### src/design/bpm_pkg.sv
// Shared types and constants of the battery percent monitor.
package bpm_pkg;

    localparam int TIME_W    = 32;
    localparam int SUM_IN_W  = 16;
    localparam int PCT_W     = 7;
    localparam int MV_W      = 16;
    localparam int CAL_ADC_W = 12;
    localparam int CFG_W     = 16;
    localparam int CFG_IDX_W = 3;

    // register indexes on the configuration port
    localparam logic [CFG_IDX_W-1:0] REG_READ_DELAY = 3'd0;
    localparam logic [CFG_IDX_W-1:0] REG_CAL_MV     = 3'd1;
    localparam logic [CFG_IDX_W-1:0] REG_CAL_ADC    = 3'd2;
    localparam logic [CFG_IDX_W-1:0] REG_MAX_MV     = 3'd3;
    localparam logic [CFG_IDX_W-1:0] REG_MIN_MV     = 3'd4;

    localparam logic [CFG_W-1:0]     READ_DELAY_RST = 16'd1000;
    localparam logic [CFG_W-1:0]     CAL_MV_RST     = 16'd3300;
    localparam logic [CAL_ADC_W-1:0] CAL_ADC_RST    = 12'd0;
    localparam logic [CFG_W-1:0]     MAX_MV_RST     = 16'd4200;
    localparam logic [CFG_W-1:0]     MIN_MV_RST     = 16'd3000;

    // samples per reading must be a power of two
    localparam int SAMPLES_PER_READING  = 16;
    localparam int SAMPLE_SHIFT         = $clog2(SAMPLES_PER_READING);
    localparam int AVG_W                = SUM_IN_W - SAMPLE_SHIFT;
    localparam int READINGS_PER_AVERAGE = 60;
    localparam int CNT_W                = 6;
    localparam int PSUM_W               = 13;

    localparam int CAL_FULL_SCALE  = 4096;
    localparam int PCT_LIMIT       = 100;
    localparam int LOW_ENTER_PCT   = 20;
    localparam int LOW_LEAVE_PCT   = 25;
    localparam int DEFAULT_SPAN_MV = 2000;

    // divide by the reading count as a multiply by a rounded-up reciprocal
    localparam int AVG_FRAC  = 20;
    localparam int RECIP_W   = AVG_FRAC + 1;
    localparam int AVG_RECIP = (2**AVG_FRAC + READINGS_PER_AVERAGE - 1) / READINGS_PER_AVERAGE;

    // serial divider
    localparam int DIV_W     = AVG_W + MV_W;
    localparam int DIVR_W    = MV_W;
    localparam int DIV_CNT_W = $clog2(DIV_W);

    localparam int QUEUE_DEPTH = 2;
    localparam int QPTR_W      = $clog2(QUEUE_DEPTH);

    typedef struct packed {
        logic                process;
        logic                immediate;
        logic [SUM_IN_W-1:0] sample_sum;
    } evt_t;

    typedef struct packed {
        logic [CFG_W-1:0]     cal_voltage_mv;
        logic [CAL_ADC_W-1:0] cal_adc_reading;
        logic [CFG_W-1:0]     max_voltage_mv;
        logic [CFG_W-1:0]     min_voltage_mv;
    } calib_t;

    typedef struct packed {
        logic full;
        logic empty;
    } q_status_t;

endpackage

### src/design/bpm_queue.sv
// Two-entry event queue between the front and back ends.
module bpm_queue (
    input  logic             clk,
    input  logic             rst_n,
    input  logic             push,
    input  bpm_pkg::evt_t    push_data,
    input  logic             pop,
    output bpm_pkg::evt_t    pop_data,
    output bpm_pkg::q_status_t q_status
);
    import bpm_pkg::*;

    evt_t              q_mem [QUEUE_DEPTH];
    logic [QPTR_W-1:0] wr_ptr_reg;
    logic [QPTR_W-1:0] rd_ptr_reg;
    logic [QPTR_W:0]   count_reg;

    always_ff @(posedge clk)
    begin
        if (push)
        begin
            q_mem[wr_ptr_reg] <= push_data;
        end
    end

    always_ff @(posedge clk or negedge rst_n)
    begin
        if (!rst_n)
        begin
            wr_ptr_reg <= '0;
            rd_ptr_reg <= '0;
            count_reg  <= '0;
        end
        else
        begin
            if (push)
            begin
                wr_ptr_reg <= wr_ptr_reg + 1'b1;
            end
            if (pop)
            begin
                rd_ptr_reg <= rd_ptr_reg + 1'b1;
            end
            if (push && !pop)
            begin
                count_reg <= count_reg + 1'b1;
            end
            else if (pop && !push)
            begin
                count_reg <= count_reg - 1'b1;
            end
        end
    end

    assign pop_data       = q_mem[rd_ptr_reg];
    assign q_status.full  = (count_reg == (QPTR_W+1)'(QUEUE_DEPTH));
    assign q_status.empty = (count_reg == '0);

endmodule

### src/design/bpm_front.sv
// Front end: takes measurement beats and decides which ones are processed.
module bpm_front (
    input  logic                            clk,
    input  logic                            rst_n,
    input  logic                            meas_valid,
    output logic                            meas_stall,
    input  logic [bpm_pkg::TIME_W-1:0]      now_ms,
    input  logic                            immediate,
    input  logic [bpm_pkg::SUM_IN_W-1:0]    sample_sum,
    input  logic [bpm_pkg::CFG_W-1:0]       read_delay_ms,
    input  bpm_pkg::q_status_t              q_status,
    output logic                            push,
    output bpm_pkg::evt_t                   push_data
);
    import bpm_pkg::*;

    logic [TIME_W-1:0] last_read_time_reg;
    logic [TIME_W-1:0] elapsed;
    logic              process;

    // elapsed time wraps modulo 2^32
    assign elapsed    = now_ms - last_read_time_reg;
    assign process    = (elapsed > TIME_W'(read_delay_ms)) || immediate;
    assign meas_stall = q_status.full;
    assign push       = meas_valid && !q_status.full;

    assign push_data.process    = process;
    assign push_data.immediate  = immediate;
    assign push_data.sample_sum = sample_sum;

    always_ff @(posedge clk or negedge rst_n)
    begin
        if (!rst_n)
        begin
            last_read_time_reg <= '0;
        end
        else if (push && process)
        begin
            last_read_time_reg <= now_ms;
        end
    end

endmodule

### src/design/bpm_div.sv
// Restoring divider, one quotient bit per cycle.
module bpm_div (
    input  logic                         clk,
    input  logic                         rst_n,
    input  logic                         start,
    input  logic [bpm_pkg::DIV_W-1:0]    dividend,
    input  logic [bpm_pkg::DIVR_W-1:0]   divisor,
    output logic                         done,
    output logic [bpm_pkg::DIV_W-1:0]    quotient
);
    import bpm_pkg::*;

    logic [DIV_W-1:0]     q_reg;
    logic [DIVR_W-1:0]    rem_reg;
    logic [DIVR_W-1:0]    dvs_reg;
    logic [DIV_CNT_W-1:0] cnt_reg;
    logic                 busy_reg;
    logic                 done_reg;
    logic [DIVR_W:0]      trial;
    logic [DIVR_W:0]      diff;
    logic                 fits;

    // shift next dividend bit into the partial remainder
    assign trial = {rem_reg, q_reg[DIV_W-1]};
    assign fits  = (trial >= {1'b0, dvs_reg});
    assign diff  = trial - {1'b0, dvs_reg};

    always_ff @(posedge clk)
    begin
        if (start)
        begin
            q_reg   <= dividend;
            rem_reg <= '0;
            dvs_reg <= divisor;
        end
        else if (busy_reg)
        begin
            q_reg   <= {q_reg[DIV_W-2:0], fits};
            rem_reg <= fits ? diff[DIVR_W-1:0] : trial[DIVR_W-1:0];
        end
    end

    always_ff @(posedge clk or negedge rst_n)
    begin
        if (!rst_n)
        begin
            busy_reg <= 1'b0;
            done_reg <= 1'b0;
            cnt_reg  <= '0;
        end
        else
        begin
            if (start)
            begin
                busy_reg <= 1'b1;
                done_reg <= 1'b0;
                cnt_reg  <= '0;
            end
            else if (busy_reg)
            begin
                cnt_reg <= cnt_reg + 1'b1;
                if (cnt_reg == DIV_CNT_W'(DIV_W - 1))
                begin
                    busy_reg <= 1'b0;
                    done_reg <= 1'b1;
                end
                else
                begin
                    done_reg <= 1'b0;
                end
            end
            else
            begin
                done_reg <= 1'b0;
            end
        end
    end

    assign done     = done_reg;
    assign quotient = q_reg;

endmodule

### src/design/bpm_back.sv
// Back end: millivolt and percent conversion, averaging, status and result register.
module bpm_back (
    input  logic                          clk,
    input  logic                          rst_n,
    input  bpm_pkg::q_status_t            q_status,
    input  bpm_pkg::evt_t                 pop_data,
    output logic                          pop,
    input  bpm_pkg::calib_t               cal,
    output logic                          div_start,
    output logic [bpm_pkg::DIV_W-1:0]     div_dividend,
    output logic [bpm_pkg::DIVR_W-1:0]    div_divisor,
    input  logic                          div_done,
    input  logic [bpm_pkg::DIV_W-1:0]     div_quotient,
    output logic                          result_valid,
    input  logic                          result_stall,
    output logic                          status_update,
    output logic [bpm_pkg::PCT_W-1:0]     percent,
    output logic                          low_battery,
    output logic [bpm_pkg::MV_W-1:0]      voltage_mv
);
    import bpm_pkg::*;

    localparam int NUM_W  = MV_W + PCT_W;
    localparam int DIFF_W = MV_W + 1;
    localparam int PROD_W = PSUM_W + RECIP_W;

    typedef enum logic [2:0] {
        S_IDLE,
        S_MVDIV,
        S_PCTSET,
        S_PCTDIV,
        S_AVG,
        S_EMIT
    } state_t;

    state_t             state_reg;
    logic               imm_reg;
    logic [DIFF_W-1:0]  diff_reg;
    logic               sign_reg;
    logic [PSUM_W-1:0]  psum_tmp_reg;
    logic [CNT_W-1:0]   reading_count_reg;
    logic [PSUM_W-1:0]  percent_sum_reg;
    logic [PCT_W-1:0]   published_reg;
    logic               status_low_reg;
    logic [MV_W-1:0]    last_voltage_reg;
    logic               upd_reg;
    logic               div_start_reg;
    logic [DIV_W-1:0]   div_dividend_reg;
    logic [DIVR_W-1:0]  div_divisor_reg;
    logic               result_valid_reg;
    logic               status_update_reg;
    logic [PCT_W-1:0]   percent_reg;
    logic               low_battery_reg;
    logic [MV_W-1:0]    voltage_mv_reg;

    logic [DIVR_W-1:0]  cal_eff;
    logic [MV_W-1:0]    mv_sat;
    logic [DIFF_W-1:0]  span_raw;
    logic [DIFF_W-1:0]  span_abs;
    logic [DIVR_W-1:0]  span_mag;
    logic [DIFF_W-1:0]  diff_mag;
    logic [NUM_W-1:0]   num_mag;
    logic [PCT_W-1:0]   pct_val;
    logic [PSUM_W-1:0]  psum_next;
    logic               avg_due;
    logic [PROD_W-1:0]  avg_prod;
    logic [PCT_W-1:0]   avg_val;
    logic               can_emit;

    always_comb
    begin
        cal_eff = (cal.cal_adc_reading == '0) ? DIVR_W'(CAL_FULL_SCALE)
                                              : DIVR_W'(cal.cal_adc_reading);
        mv_sat  = (|div_quotient[DIV_W-1:MV_W]) ? '1 : div_quotient[MV_W-1:0];

        // signed span; a zero span falls back to the default
        span_raw = {1'b0, cal.max_voltage_mv} - {1'b0, cal.min_voltage_mv};
        span_abs = span_raw[DIFF_W-1] ? (DIFF_W'(0) - span_raw) : span_raw;
        span_mag = (span_raw == '0) ? DIVR_W'(DEFAULT_SPAN_MV) : span_abs[DIVR_W-1:0];

        diff_mag = diff_reg[DIFF_W-1] ? (DIFF_W'(0) - diff_reg) : diff_reg;
        num_mag  = NUM_W'(diff_mag[MV_W-1:0]) * NUM_W'(PCT_LIMIT);

        // negative quotient clamps to zero, large one to the limit
        if (sign_reg)
        begin
            pct_val = '0;
        end
        else if (div_quotient > DIV_W'(PCT_LIMIT))
        begin
            pct_val = PCT_W'(PCT_LIMIT);
        end
        else
        begin
            pct_val = div_quotient[PCT_W-1:0];
        end

        psum_next = percent_sum_reg + PSUM_W'(pct_val);
        avg_due   = (({1'b0, reading_count_reg} + 1'b1) >= (CNT_W+1)'(READINGS_PER_AVERAGE));
        avg_prod  = PROD_W'(psum_tmp_reg) * PROD_W'(AVG_RECIP);
        avg_val   = avg_prod[AVG_FRAC +: PCT_W];
        can_emit  = !result_valid_reg || !result_stall;
    end

    assign pop = (state_reg == S_IDLE) && !q_status.empty;

    always_ff @(posedge clk or negedge rst_n)
    begin
        if (!rst_n)
        begin
            state_reg         <= S_IDLE;
            reading_count_reg <= '0;
            percent_sum_reg   <= '0;
            published_reg     <= '0;
            status_low_reg    <= 1'b0;
            last_voltage_reg  <= '0;
            div_start_reg     <= 1'b0;
            result_valid_reg  <= 1'b0;
            imm_reg           <= 1'b0;
            upd_reg           <= 1'b0;
            sign_reg          <= 1'b0;
            diff_reg          <= '0;
            psum_tmp_reg      <= '0;
            div_dividend_reg  <= '0;
            div_divisor_reg   <= '0;
            status_update_reg <= 1'b0;
            percent_reg       <= '0;
            low_battery_reg   <= 1'b0;
            voltage_mv_reg    <= '0;
        end
        else
        begin
            // start is a one-cycle pulse; it is never raised from a divide state
            if (div_start_reg)
            begin
                div_start_reg <= 1'b0;
            end
            // the emit state reloads the output register itself
            if (result_valid_reg && !result_stall && (state_reg != S_EMIT))
            begin
                result_valid_reg <= 1'b0;
            end

            unique case (state_reg)
                S_IDLE:
                begin
                    if (!q_status.empty)
                    begin
                        imm_reg <= pop_data.immediate;
                        if (pop_data.process)
                        begin
                            div_start_reg    <= 1'b1;
                            div_dividend_reg <=
                                DIV_W'(pop_data.sample_sum[SUM_IN_W-1:SAMPLE_SHIFT])
                                * DIV_W'(cal.cal_voltage_mv);
                            div_divisor_reg  <= cal_eff;
                            state_reg        <= S_MVDIV;
                        end
                        else
                        begin
                            upd_reg   <= 1'b0;
                            state_reg <= S_EMIT;
                        end
                    end
                end
                S_MVDIV:
                begin
                    if (div_done)
                    begin
                        last_voltage_reg <= mv_sat;
                        diff_reg  <= {1'b0, mv_sat} - {1'b0, cal.min_voltage_mv};
                        state_reg <= S_PCTSET;
                    end
                end
                S_PCTSET:
                begin
                    sign_reg         <= diff_reg[DIFF_W-1] ^ span_raw[DIFF_W-1];
                    div_start_reg    <= 1'b1;
                    div_dividend_reg <= DIV_W'(num_mag);
                    div_divisor_reg  <= span_mag;
                    state_reg        <= S_PCTDIV;
                end
                S_PCTDIV:
                begin
                    if (div_done)
                    begin
                        if (avg_due)
                        begin
                            psum_tmp_reg <= psum_next;
                            state_reg    <= S_AVG;
                        end
                        else
                        begin
                            reading_count_reg <= reading_count_reg + 1'b1;
                            percent_sum_reg   <= psum_next;
                            upd_reg           <= imm_reg;
                            if (imm_reg)
                            begin
                                published_reg <= pct_val;
                            end
                            state_reg <= S_EMIT;
                        end
                    end
                end
                S_AVG:
                begin
                    published_reg     <= avg_val;
                    reading_count_reg <= '0;
                    percent_sum_reg   <= '0;
                    upd_reg           <= 1'b1;
                    // hysteresis between OK and LOW
                    if (!status_low_reg && (avg_val <= PCT_W'(LOW_ENTER_PCT)))
                    begin
                        status_low_reg <= 1'b1;
                    end
                    else if (status_low_reg && (avg_val >= PCT_W'(LOW_LEAVE_PCT)))
                    begin
                        status_low_reg <= 1'b0;
                    end
                    state_reg <= S_EMIT;
                end
                S_EMIT:
                begin
                    if (can_emit)
                    begin
                        result_valid_reg  <= 1'b1;
                        status_update_reg <= upd_reg;
                        percent_reg       <= published_reg;
                        low_battery_reg   <= status_low_reg;
                        voltage_mv_reg    <= last_voltage_reg;
                        state_reg         <= S_IDLE;
                    end
                end
                default:
                begin
                    state_reg <= S_IDLE;
                end
            endcase
        end
    end

    assign div_start     = div_start_reg;
    assign div_dividend  = div_dividend_reg;
    assign div_divisor   = div_divisor_reg;
    assign result_valid  = result_valid_reg;
    assign status_update = status_update_reg;
    assign percent       = percent_reg;
    assign low_battery   = low_battery_reg;
    assign voltage_mv    = voltage_mv_reg;

    a_pct_range: assert property (@(posedge clk) disable iff (!rst_n)
        published_reg <= PCT_W'(PCT_LIMIT))
        else $error("published percent above limit");

    a_div_done_state: assert property (@(posedge clk) disable iff (!rst_n)
        div_done |-> (state_reg == S_MVDIV || state_reg == S_PCTDIV))
        else $error("divider finished outside a divide state");

    a_pop_nonempty: assert property (@(posedge clk) disable iff (!rst_n)
        pop |-> !q_status.empty)
        else $error("pop from empty queue");

    a_count_range: assert property (@(posedge clk) disable iff (!rst_n)
        (CNT_W+1)'(reading_count_reg) < (CNT_W+1)'(READINGS_PER_AVERAGE))
        else $error("reading count out of range");

    a_emit_idle: assert property (@(posedge clk) disable iff (!rst_n)
        (state_reg == S_EMIT && can_emit) |=> (result_valid_reg && state_reg == S_IDLE))
        else $error("result beat not loaded");

endmodule

### src/design/battery_percent_monitor_unit.sv
// Battery percent monitor: top level with configuration registers.
//
// Measurement beats enter on meas_valid/meas_stall with now_ms, immediate and
// sample_sum. Every beat yields exactly one result beat on result_valid /
// result_stall, in order. A beat is processed when the wrapped elapsed time
// since the last processed beat exceeds read_delay_ms, or when immediate is set.
// A processed beat holds the back end for pop, a millivolt pass of the shared
// serial divider (start, 28 quotient bits, done), set-up, a percent pass,
// averaging when an average is due, and output load; a skipped beat goes from
// pop straight to output load. One beat per back-end pass: the back end pops
// only when idle. The front end keeps taking beats into a two-entry queue while
// the back end is busy; meas_stall rises only when the queue is full. A stalled
// result waits in the output register and the back end holds its finished beat
// until then. Configuration must be written only while idle, by the user, via
// cfg_we/cfg_index/cfg_data; the block itself does not enforce this. Reset
// restores the default registers, clears the averaging state, the published
// percent (status OK) and empties the queue; no clearing pass.
module battery_percent_monitor_unit (
    input  logic                            clk,
    input  logic                            rst_n,
    input  logic                            cfg_we,
    input  logic [bpm_pkg::CFG_IDX_W-1:0]   cfg_index,
    input  logic [bpm_pkg::CFG_W-1:0]       cfg_data,
    input  logic                            meas_valid,
    output logic                            meas_stall,
    input  logic [bpm_pkg::TIME_W-1:0]      now_ms,
    input  logic                            immediate,
    input  logic [bpm_pkg::SUM_IN_W-1:0]    sample_sum,
    output logic                            result_valid,
    input  logic                            result_stall,
    output logic                            status_update,
    output logic [bpm_pkg::PCT_W-1:0]       percent,
    output logic                            low_battery,
    output logic [bpm_pkg::MV_W-1:0]        voltage_mv
);
    import bpm_pkg::*;

    logic [CFG_W-1:0]     read_delay_reg;
    logic [CFG_W-1:0]     cal_mv_reg;
    logic [CAL_ADC_W-1:0] cal_adc_reg;
    logic [CFG_W-1:0]     max_mv_reg;
    logic [CFG_W-1:0]     min_mv_reg;

    calib_t               cal;
    q_status_t            q_status;
    logic                 push;
    evt_t                 push_data;
    logic                 pop;
    evt_t                 pop_data;
    logic                 div_start;
    logic [DIV_W-1:0]     div_dividend;
    logic [DIVR_W-1:0]    div_divisor;
    logic                 div_done;
    logic [DIV_W-1:0]     div_quotient;

    always_ff @(posedge clk or negedge rst_n)
    begin
        if (!rst_n)
        begin
            read_delay_reg <= READ_DELAY_RST;
            cal_mv_reg     <= CAL_MV_RST;
            cal_adc_reg    <= CAL_ADC_RST;
            max_mv_reg     <= MAX_MV_RST;
            min_mv_reg     <= MIN_MV_RST;
        end
        else if (cfg_we)
        begin
            unique case (cfg_index)
                REG_READ_DELAY: read_delay_reg <= cfg_data;
                REG_CAL_MV:     cal_mv_reg     <= cfg_data;
                REG_CAL_ADC:    cal_adc_reg    <= cfg_data[CAL_ADC_W-1:0];
                REG_MAX_MV:     max_mv_reg     <= cfg_data;
                REG_MIN_MV:     min_mv_reg     <= cfg_data;
                default:        ;
            endcase
        end
    end

    assign cal.cal_voltage_mv  = cal_mv_reg;
    assign cal.cal_adc_reading = cal_adc_reg;
    assign cal.max_voltage_mv  = max_mv_reg;
    assign cal.min_voltage_mv  = min_mv_reg;

    bpm_front u_front (
        .clk           (clk),
        .rst_n         (rst_n),
        .meas_valid    (meas_valid),
        .meas_stall    (meas_stall),
        .now_ms        (now_ms),
        .immediate     (immediate),
        .sample_sum    (sample_sum),
        .read_delay_ms (read_delay_reg),
        .q_status      (q_status),
        .push          (push),
        .push_data     (push_data)
    );

    bpm_queue u_queue (
        .clk       (clk),
        .rst_n     (rst_n),
        .push      (push),
        .push_data (push_data),
        .pop       (pop),
        .pop_data  (pop_data),
        .q_status  (q_status)
    );

    bpm_div u_div (
        .clk      (clk),
        .rst_n    (rst_n),
        .start    (div_start),
        .dividend (div_dividend),
        .divisor  (div_divisor),
        .done     (div_done),
        .quotient (div_quotient)
    );

    bpm_back u_back (
        .clk           (clk),
        .rst_n         (rst_n),
        .q_status      (q_status),
        .pop_data      (pop_data),
        .pop           (pop),
        .cal           (cal),
        .div_start     (div_start),
        .div_dividend  (div_dividend),
        .div_divisor   (div_divisor),
        .div_done      (div_done),
        .div_quotient  (div_quotient),
        .result_valid  (result_valid),
        .result_stall  (result_stall),
        .status_update (status_update),
        .percent       (percent),
        .low_battery   (low_battery),
        .voltage_mv    (voltage_mv)
    );

endmodule
### config.mk
export PLATFORM = sky130hd
export DESIGN_NAME = battery_percent_monitor_unit
export DESIGN_NICKNAME = d
export VERILOG_FILES = /design/src/design/bpm_pkg.sv /design/src/design/bpm_queue.sv /design/src/design/bpm_front.sv /design/src/design/bpm_div.sv /design/src/design/bpm_back.sv /design/src/design/battery_percent_monitor_unit.sv
export SDC_FILE = /design/constraint.sdc
export NUM_CORES = 1
export LEC_CHECK = 0
export BUFFER_PORTS_ARGS = -buffer_cell sky130_fd_sc_hd__buf_2
export CORE_AREA = 2 2 296 298
export CTS_CLUSTER_SIZE = 20
export DETAILED_ROUTE_END_ITERATION = 10
export DIE_AREA = 0 0 298 300
export PLACE_DENSITY = 0.48
export SLEW_MARGIN = 10
export SYNTH_ARGS = -nofsm -noshare
export SYNTH_HDL_FRONTEND = slang
export SYNTH_SLANG_ARGS = --single-unit
export TNS_END_PERCENT = 5
### constraint.sdc
create_clock -name clk -period 19.4 [get_ports clk]
set_input_delay 0 -clock clk [delete_from_list [all_inputs] [get_ports clk]]
set_output_delay 0 -clock clk [all_outputs]
set_load 0.01 [all_outputs]
==> summary.md, run 1 <==
| Metric | Value |
|---|---|
| Xor/xnor cell area share of the yosys netlist | `0.0397` |
| Max Cap Viol | `0` |
| Die Ht | `roughly 300 um` |
| CP max FO | `16` |
| H-tree levels | `2` |
| Period utilization | `0.349` |
| Clk_skew | `70.7 ps` |
| Post-route cell area | `between 0.03 and 0.04 mm2` |
| CP Capture Type | `flop` |
| Vias post-DR | `between 20000 and 25000` |
| RePlAce Congestion | `0.892` |
| Arrival time at the worst endpoint | `7240 ps` |
| GRT Residual Overflow | `0` |
| Status | `complete, but fails checks` |
| Top FF cell, synth | `dfrtp_1` |
| Setup CP Type | `flop to flop` |
| Vias in the first global route | `around 23000` |
| Max_slew headroom | `0.253` |
| Top-area cell type share of the netlist area | `0.205` |
| Post-DR wirelength/cell | `18.0 um` |
| Nets | `roughly 3900` |
| Grt peak-use layer | `met2` |
| Synth area leader | `dfrtp_1` |
| Largest family of logic cells by synthesized area | `adder cells` |
| Synth Area in Adders | `0.236` |
| DP Area | `between 0.03 and 0.04 mm2` |
| Yosys warns | `0` |
| Layout cell share with drive strength beyond 1 | `0.120` |
| IO Pins | `100` |
| Crit path max-delay cell type | `dfrtp_1` |
| Failing checks | `hold timing` |
| All-Layer GR Usage | `0.186` |
| Final core occ | `0.397` |
| Post-Synth Simple-Gate Area | `0.157` |
| Startpoint Class | `flop` |
| # DRC | `0` |
| Detailed Route Iter0 Violations | `between 1000 and 1500` |
| Finish-stage setup viols | `0` |
| Core ar. | `~0.086 mm2` |
| Cell family with most CP delay | `adder cells` |
| Worst-Margin Slew | `~1100 ps` |
| CTS tree | `built` |
| Placement row count | `roughly 110` |
| Mux cell area share after synthesis | `0.0556` |
| Worst EP required | `slightly below 20000 ps` |
| RR Startpoint | `u_queue.rd_ptr_reg$_DFFE_PN0P_` |
| DPL Wire Length | `~63000 um` |
| Max-slew violations | `0` |
| Worst Setup SP | `u_queue.rd_ptr_reg$_DFFE_PN0P_` |
| Drt total wl | `82300 um` |
| Post-CTS setup buffer count | `0` |
| Largest cells by area after synthesis | `dfrtp_1 20%, ha_1 12%, fa_1 12%` |
| Area growth from synthesis to layout | `13.8%` |
| Max reg flops | `32` |
| Diode count | `0` |
| Netlist cell types | `just over 90` |
| 1st-pass router iterations | `5` |
| Root buffer cell | `clkbuf_16` |
| Final ANT Viol Nets | `0` |
| Ys async rst share | `0.754` |
| GRT met1 Usage | `0.254` |
| Worst-skew pair later-pin latency | `about 630 ps` |
| Starting density of the core | `0.348` |
| Vias/cell | `between 5 and 6` |
| Commonest non-fill, non-tap cell in the layout | `inv_1` |
| Setup TNS | `0 ps` |
| Slowest cell delay on critical path | `roughly 760 ps` |
| GR Layer Usage met2 | `0.311` |
| Port Buffers | `95` |
| CP bufs+invs | `2` |
| Clk sink count | `357` |
| CTS Buf Count | `between 40 and 50` |
| Compound-Gate Fraction of Synth Area | `0.137` |
| Clk pin slew, worst setup/hold paths | `60 ps` |
| Post-synth EDFFs | `72` |
| Min-delay worst type | `primary input to asynchronous set/reset pin` |
| Post-Syn Area | `about 0.030 mm2` |
| RSZ-0062 raised after global routing | `no` |
| Initial antenna violation count | `3` |
| GRT met3 Usage | `0.0231` |
| Commonest cells after routing, fill and taps aside | `397 x inv_1, 381 x nand2_1, 290 x ha_1` |
| CP cell instances | `mux2_2, and2_1, fa_1, fa_1, fa_1, fa_1, inv_1, fa_1, inv_1, ha_1, a21o_1, a21oi_1, o21ai_0, nor4_1, nor4_1, or4_1, o21a_1, o211ai_1` |
| Maximum clock frequency | `~150 MHz` |
| Hold slack | `-8.96 ps` |
| CTS max path bufs | `3` |
| Largest net degree at the start of global routing | `96` |
| Die footprint | `about 0.089 mm2` |
| Die X | `298 um` |
| Most frequent CP cell | `fa_1` |
| Seq cells post-synth | `about 360` |
| Final Hold Viols | `3` |
| Syn Inst Count | `~3300` |
| Minimum clock period after layout | `between 6000 and 7000 ps` |
| Synthesized Nets | `roughly 3800` |
| Avg Synthesized Cell Area | `between 9 and 10 um2` |
| Post-synthesis sequential area ratio | `0.308` |
| First-pass GRT wire length | `~130000 um` |
==> final cells by class <==
cell class                 instances  area, um2
fill                            8799      52000
multi-input combinational       2369      18900
sequential                       357       9240
inverter                         398       1490
tap                             1155       1450
timing repair buffer             198       1440
clock buffer                      63       1330
clock inverter                    25        370
==> metrics by stage <==
step	setup WS, ps	hold slack (ps)	cells
after floorplan	12950	-296	3250
after global placement	12540	110	4403
after detailed placement	12530	113	4403
after CTS	12520	1.50	4565
after global routing	12200	29.1	4565
final	12630	-8.96	4565
==> timing repair <==
item | 4_1_cts | 5_1_grt
gates resized for setup | 0 | 0
hold buffers | 74 | 0
endpoints found under the hold margin | 231 | 0
==> logic make-up after synthesis <==
group                      count (synthesis)
DFF                                      357
muxes                                    151
buffers and inverters                    524
adders and majority gates                463
and+or+nand+nor                          979
xor gates and xnor gates                 136
AOI/OAI and AO/OA                        640
==> worst paths after layout <==
path                            cells past startpoint                                          to  slack [ps]
worst min-delay path                                2               u_back.percent[0]$_DFFE_PN0P_          -9
max in group asynchronous                           4  u_front.last_read_time_reg[16]$_DFFE_PN0P_       17290
worst min register to register                      0                 u_div.dvs_reg[15]$_DFFE_PP_         450
worst max-delay path                               18         u_back.div_dividend[24]$_DFFE_PN0P_       12630
min in group clk                                    3                   cal_mv_reg[3]$_DFFE_PN0P_          40
worst max register to register                     18         u_back.div_dividend[24]$_DFFE_PN0P_       12630
==> per-layer routing <==
metal  routed length (um)  vias up
li1                     -    11500
met1                38400    11200
met2                38200      396
met3                 3440      110
met4                 2190        0
met5                    0        -
==> synth_stat cells (all sizes together), types with 16 or more instances <==
cell and instances:
o211ai 24, nand2 381, xor2 64, nand4 44, a21oi 158, nor4 26, or2 28, mux2i 23
ha 290, nor2b 19, nor3 54, edfxtp 72, and3 18, a211oi 36, fa 173, mux2 128
dfrtp 246, dfxtp 16, nor2 189, and2 78, o21a 27, or3 18, o21ai 184, xnor2 72
nand2b 24, inv 398, dfstp 23, a41oi 35, a21o 34, buf 22, nand3 54, clkbuf 104
Power of run 1 is left out: the tool's default activity adds up to more than one toggle a clock period on the data nets, which glitch-free logic cannot reach.
==> inputs of run 2 (changes only) <==
Settings changed: PLACE_DENSITY 0.48 to 0.5.
Clock period 19.4 ns to 5.89 ns, I/O delays scaled along.
==> run 2 against run 1 <==
The flow still finishes with violations (hold timing). Global-route usage down 0.074 points. Die area is the same. Worst hold slack worse by 2.4 ps. Worst setup slack worse by 12000 ps. Final area is 2.4% higher. Clock-buffer cell count rose by 1. Via count rose by 1.4%.
==> summary.md, run 2 (synthesized netlist as in run 1, its figures left out) <==
| Metric | Value |
|---|---|
| Core ar. | `0.0862 mm2 (unchanged)` |
| Arrival time at the worst endpoint | `6260 ps (was 7240 ps)` |
| Nets | `3984 (was 3907)` |
| Finish-stage setup viols | `0 (unchanged)` |
| Startpoint Class | `flop (unchanged)` |
| DPL Wire Length | `63500 um (was 62500 um)` |
| GRT Residual Overflow | `0 (unchanged)` |
| Most frequent CP cell | `fa_1 (unchanged)` |
| Period utilization | `0.974 (was 0.349)` |
| Clk_skew | `53.9 ps (was 70.7 ps)` |
| CP Capture Type | `flop (unchanged)` |
| Die footprint | `0.0894 mm2 (unchanged)` |
| Layout cell share with drive strength beyond 1 | `0.152 (was 0.120)` |
| Min-delay worst type | `primary input to asynchronous set/reset pin (unchanged)` |
| Largest net degree at the start of global routing | `122 (was 96)` |
| Drt total wl | `82400 um (was 82300 um)` |
| Max Cap Viol | `0 (unchanged)` |
| CP max FO | `6 (was 16)` |
| Vias post-DR | `23500 (was 23200)` |
| Starting density of the core | `0.348 (unchanged)` |
| First-pass GRT wire length | `133000 um (about the same)` |
| CTS max path bufs | `3 (unchanged)` |
| Post-DR wirelength/cell | `17.7 um (was 18.0 um)` |
| Vias in the first global route | `23700 (was 23500)` |
| Maximum clock frequency | `174 MHz (was 148 MHz)` |
| Die Ht | `300 um (unchanged)` |
| 1st-pass router iterations | `5 (unchanged)` |
| Clk sink count | `357 (unchanged)` |
| Final Hold Viols | `1 (was 3)` |
| Sequential cell area | `0.00924 mm2 (unchanged)` |
| H-tree levels | `2 (unchanged)` |
| Initial antenna violation count | `0 (was 3)` |
| # DRC | `0 (unchanged)` |
| Max-slew violations | `0 (unchanged)` |
| Worst-Margin Slew | `1060 ps (was 1120 ps)` |
| Vias/cell | `5.06 (was 5.08)` |
| Worst EP required | `6410 ps (was 19880 ps)` |
| Worst reg-to-reg path cell count | `21 (was 18)` |
| Crit path max-delay cell type | `or4_4 (was dfrtp_1)` |
| Failing checks | `hold timing (unchanged)` |
| Hold slack | `-11.4 ps (was -8.96 ps)` |
| Root buffer cell | `clkbuf_16 (unchanged)` |
| Max_slew headroom | `0.294 (was 0.253)` |
| Die X | `298 um (unchanged)` |
| CTS Buf Count | `46 (was 47)` |
| Minimum clock period after layout | `5740 ps (was 6770 ps)` |
| Commonest non-fill, non-tap cell in the layout | `inv_1 (unchanged)` |
| Area growth from synthesis to layout | `16.6% (was 13.8%)` |
| RePlAce Congestion | `0.895 (was 0.892)` |
| Area of the multi-input gates | `0.0192 mm2 (was 0.0189 mm2)` |
| Status | `complete, but fails checks (unchanged)` |
| Max reg flops | `32 (unchanged)` |
| Worst-skew pair later-pin latency | `610 ps (was 630 ps)` |
| Clk pin slew, worst setup/hold paths | `60 ps (about the same)` |
| Commonest cells after routing, fill and taps aside | `387 x inv_1, 374 x nand2_1, 277 x ha_1 (was 397 x inv_1, 381 x nand2_1, 290 x ha_1)` |
| Final ANT Viol Nets | `0 (unchanged)` |
| Detailed Route Iter0 Violations | `1202 (was 1361)` |
| Setup CP Type | `flop to flop (unchanged)` |
| RSZ-0062 raised after global routing | `yes (was no)` |
| CP cell instances | `buf_6, buf_6, mux2_4, nand2_2, fa_1, fa_1, inv_2, fa_1, fa_1, inv_1, fa_1, inv_2, ha_4, buf_4, a21oi_4, o21ai_2, nor4_4, nor4_4, or4_4, o21a_1, o211ai_1 (was mux2_2, and2_1, fa_1, fa_1, fa_1, fa_1, inv_1, fa_1, inv_1, ha_1, a21o_1, a21oi_1, o21ai_0, nor4_1, nor4_1, or4_1, o21a_1, o211ai_1)` |
| Placement row count | `108 (unchanged)` |
| Port Buffers | `95 (unchanged)` |
| Layout fillers | `8777 (was 8799)` |
| CTS tree | `built (unchanged)` |
| Slowest cell delay on critical path | `570 ps (was 760 ps)` |
| All-Layer GR Usage | `0.185 (was 0.186)` |
| IO Pins | `100 (unchanged)` |
## run 2: cell types whose count changed in the layout (fill, tap and decap cells not counted), sizes merged
cell / previous run / this run
clkbuf: 63 / 64
buf: 124 / 200
bufinv: 6 / 2
diode: 0 / 2
dlygate4sd3: 74 / 75
clkinvlp: 4 / 3
inv: 404 / 403
mux2: 128 / 129
clkinv: 9 / 12
## run 2: routing by layer
metal,up-vias,track usage,part of all wire
met5,-,0,0
met4,0,0.0421,0.021
met3,105,0.0235,0.036
met2,406,0.311,0.47
met1,11400,0.255,0.47
li1,11600,-,-
## run 2: critical path: cells and delay by family (launching register included)
family                   cells  cell delay, ps
AO/OA/AOI/OAI                4             620
buffers and inverters        6             540
adder cells (fa/ha/maj)      6            2670
flip-flops                   1             390
AND/OR/NAND/NOR              4            1100
multiplexers                 1             350
## run 2: area by class of cell
type	instances	area share
multi-input combinational	2370	0.548
sequential	357	0.264
timing repair buffer	275	0.0592
inverter	398	0.0427
tap	1155	0.0413
clock buffer	64	0.0383
clock inverter	22	0.00643
antenna	2	0.000143
## run 2: path summary, 6_finish.rpt
path,from,endpoint,slack (ps)
min in group clk,cfg_index[1],cal_mv_reg[14]$_DFFE_PN0P_,110
min reg2reg,u_back.div_divisor[4]$_DFFE_PN0P_,u_div.dvs_reg[4]$_DFFE_PP_,440
max,u_queue.rd_ptr_reg$_DFFE_PN0P_,u_back.div_dividend[24]$_DFFE_PN0P_,150
max in group asynchronous,rst_n,u_back.voltage_mv[0]$_DFFE_PN0P_,4600
max reg2reg,u_queue.rd_ptr_reg$_DFFE_PN0P_,u_back.div_dividend[24]$_DFFE_PN0P_,150
min,rst_n,u_back.low_battery$_DFFE_PN0P_,-10
## run 2: repair_timing
item | 4_1_cts | 5_1_grt
pin swaps | 3 | 58
setup buffers | 1 | 2
gates resized for setup | 10 | 65
setup endpoints to repair | 7 | 9
hold buffers | 75 | 0
hold endpoints to repair | 232 | 0
gates cloned | 0 | 1
## run 2: stage by stage
| step | area [um2] | TNS, ps | std cells | worst slack (ps) | utilization |
|---|---|---|---|---|---|
| final | 35000 | 0 | 4643 | 153 | 0.406 |
| after global placement | 32300 | -328 | 4476 | -139 | 0.375 |
| after CTS | 34700 | 0 | 4638 | 34.0 | 0.403 |
| after floorplan | 30100 | 0 | 3250 | 7.91 | - |
| after detailed placement | 32300 | -706 | 4476 | -179 | 0.375 |
| after global routing | 35000 | -94.8 | 4641 | -58.5 | 0.406 |
Power of run 2 is left out for the same reason.
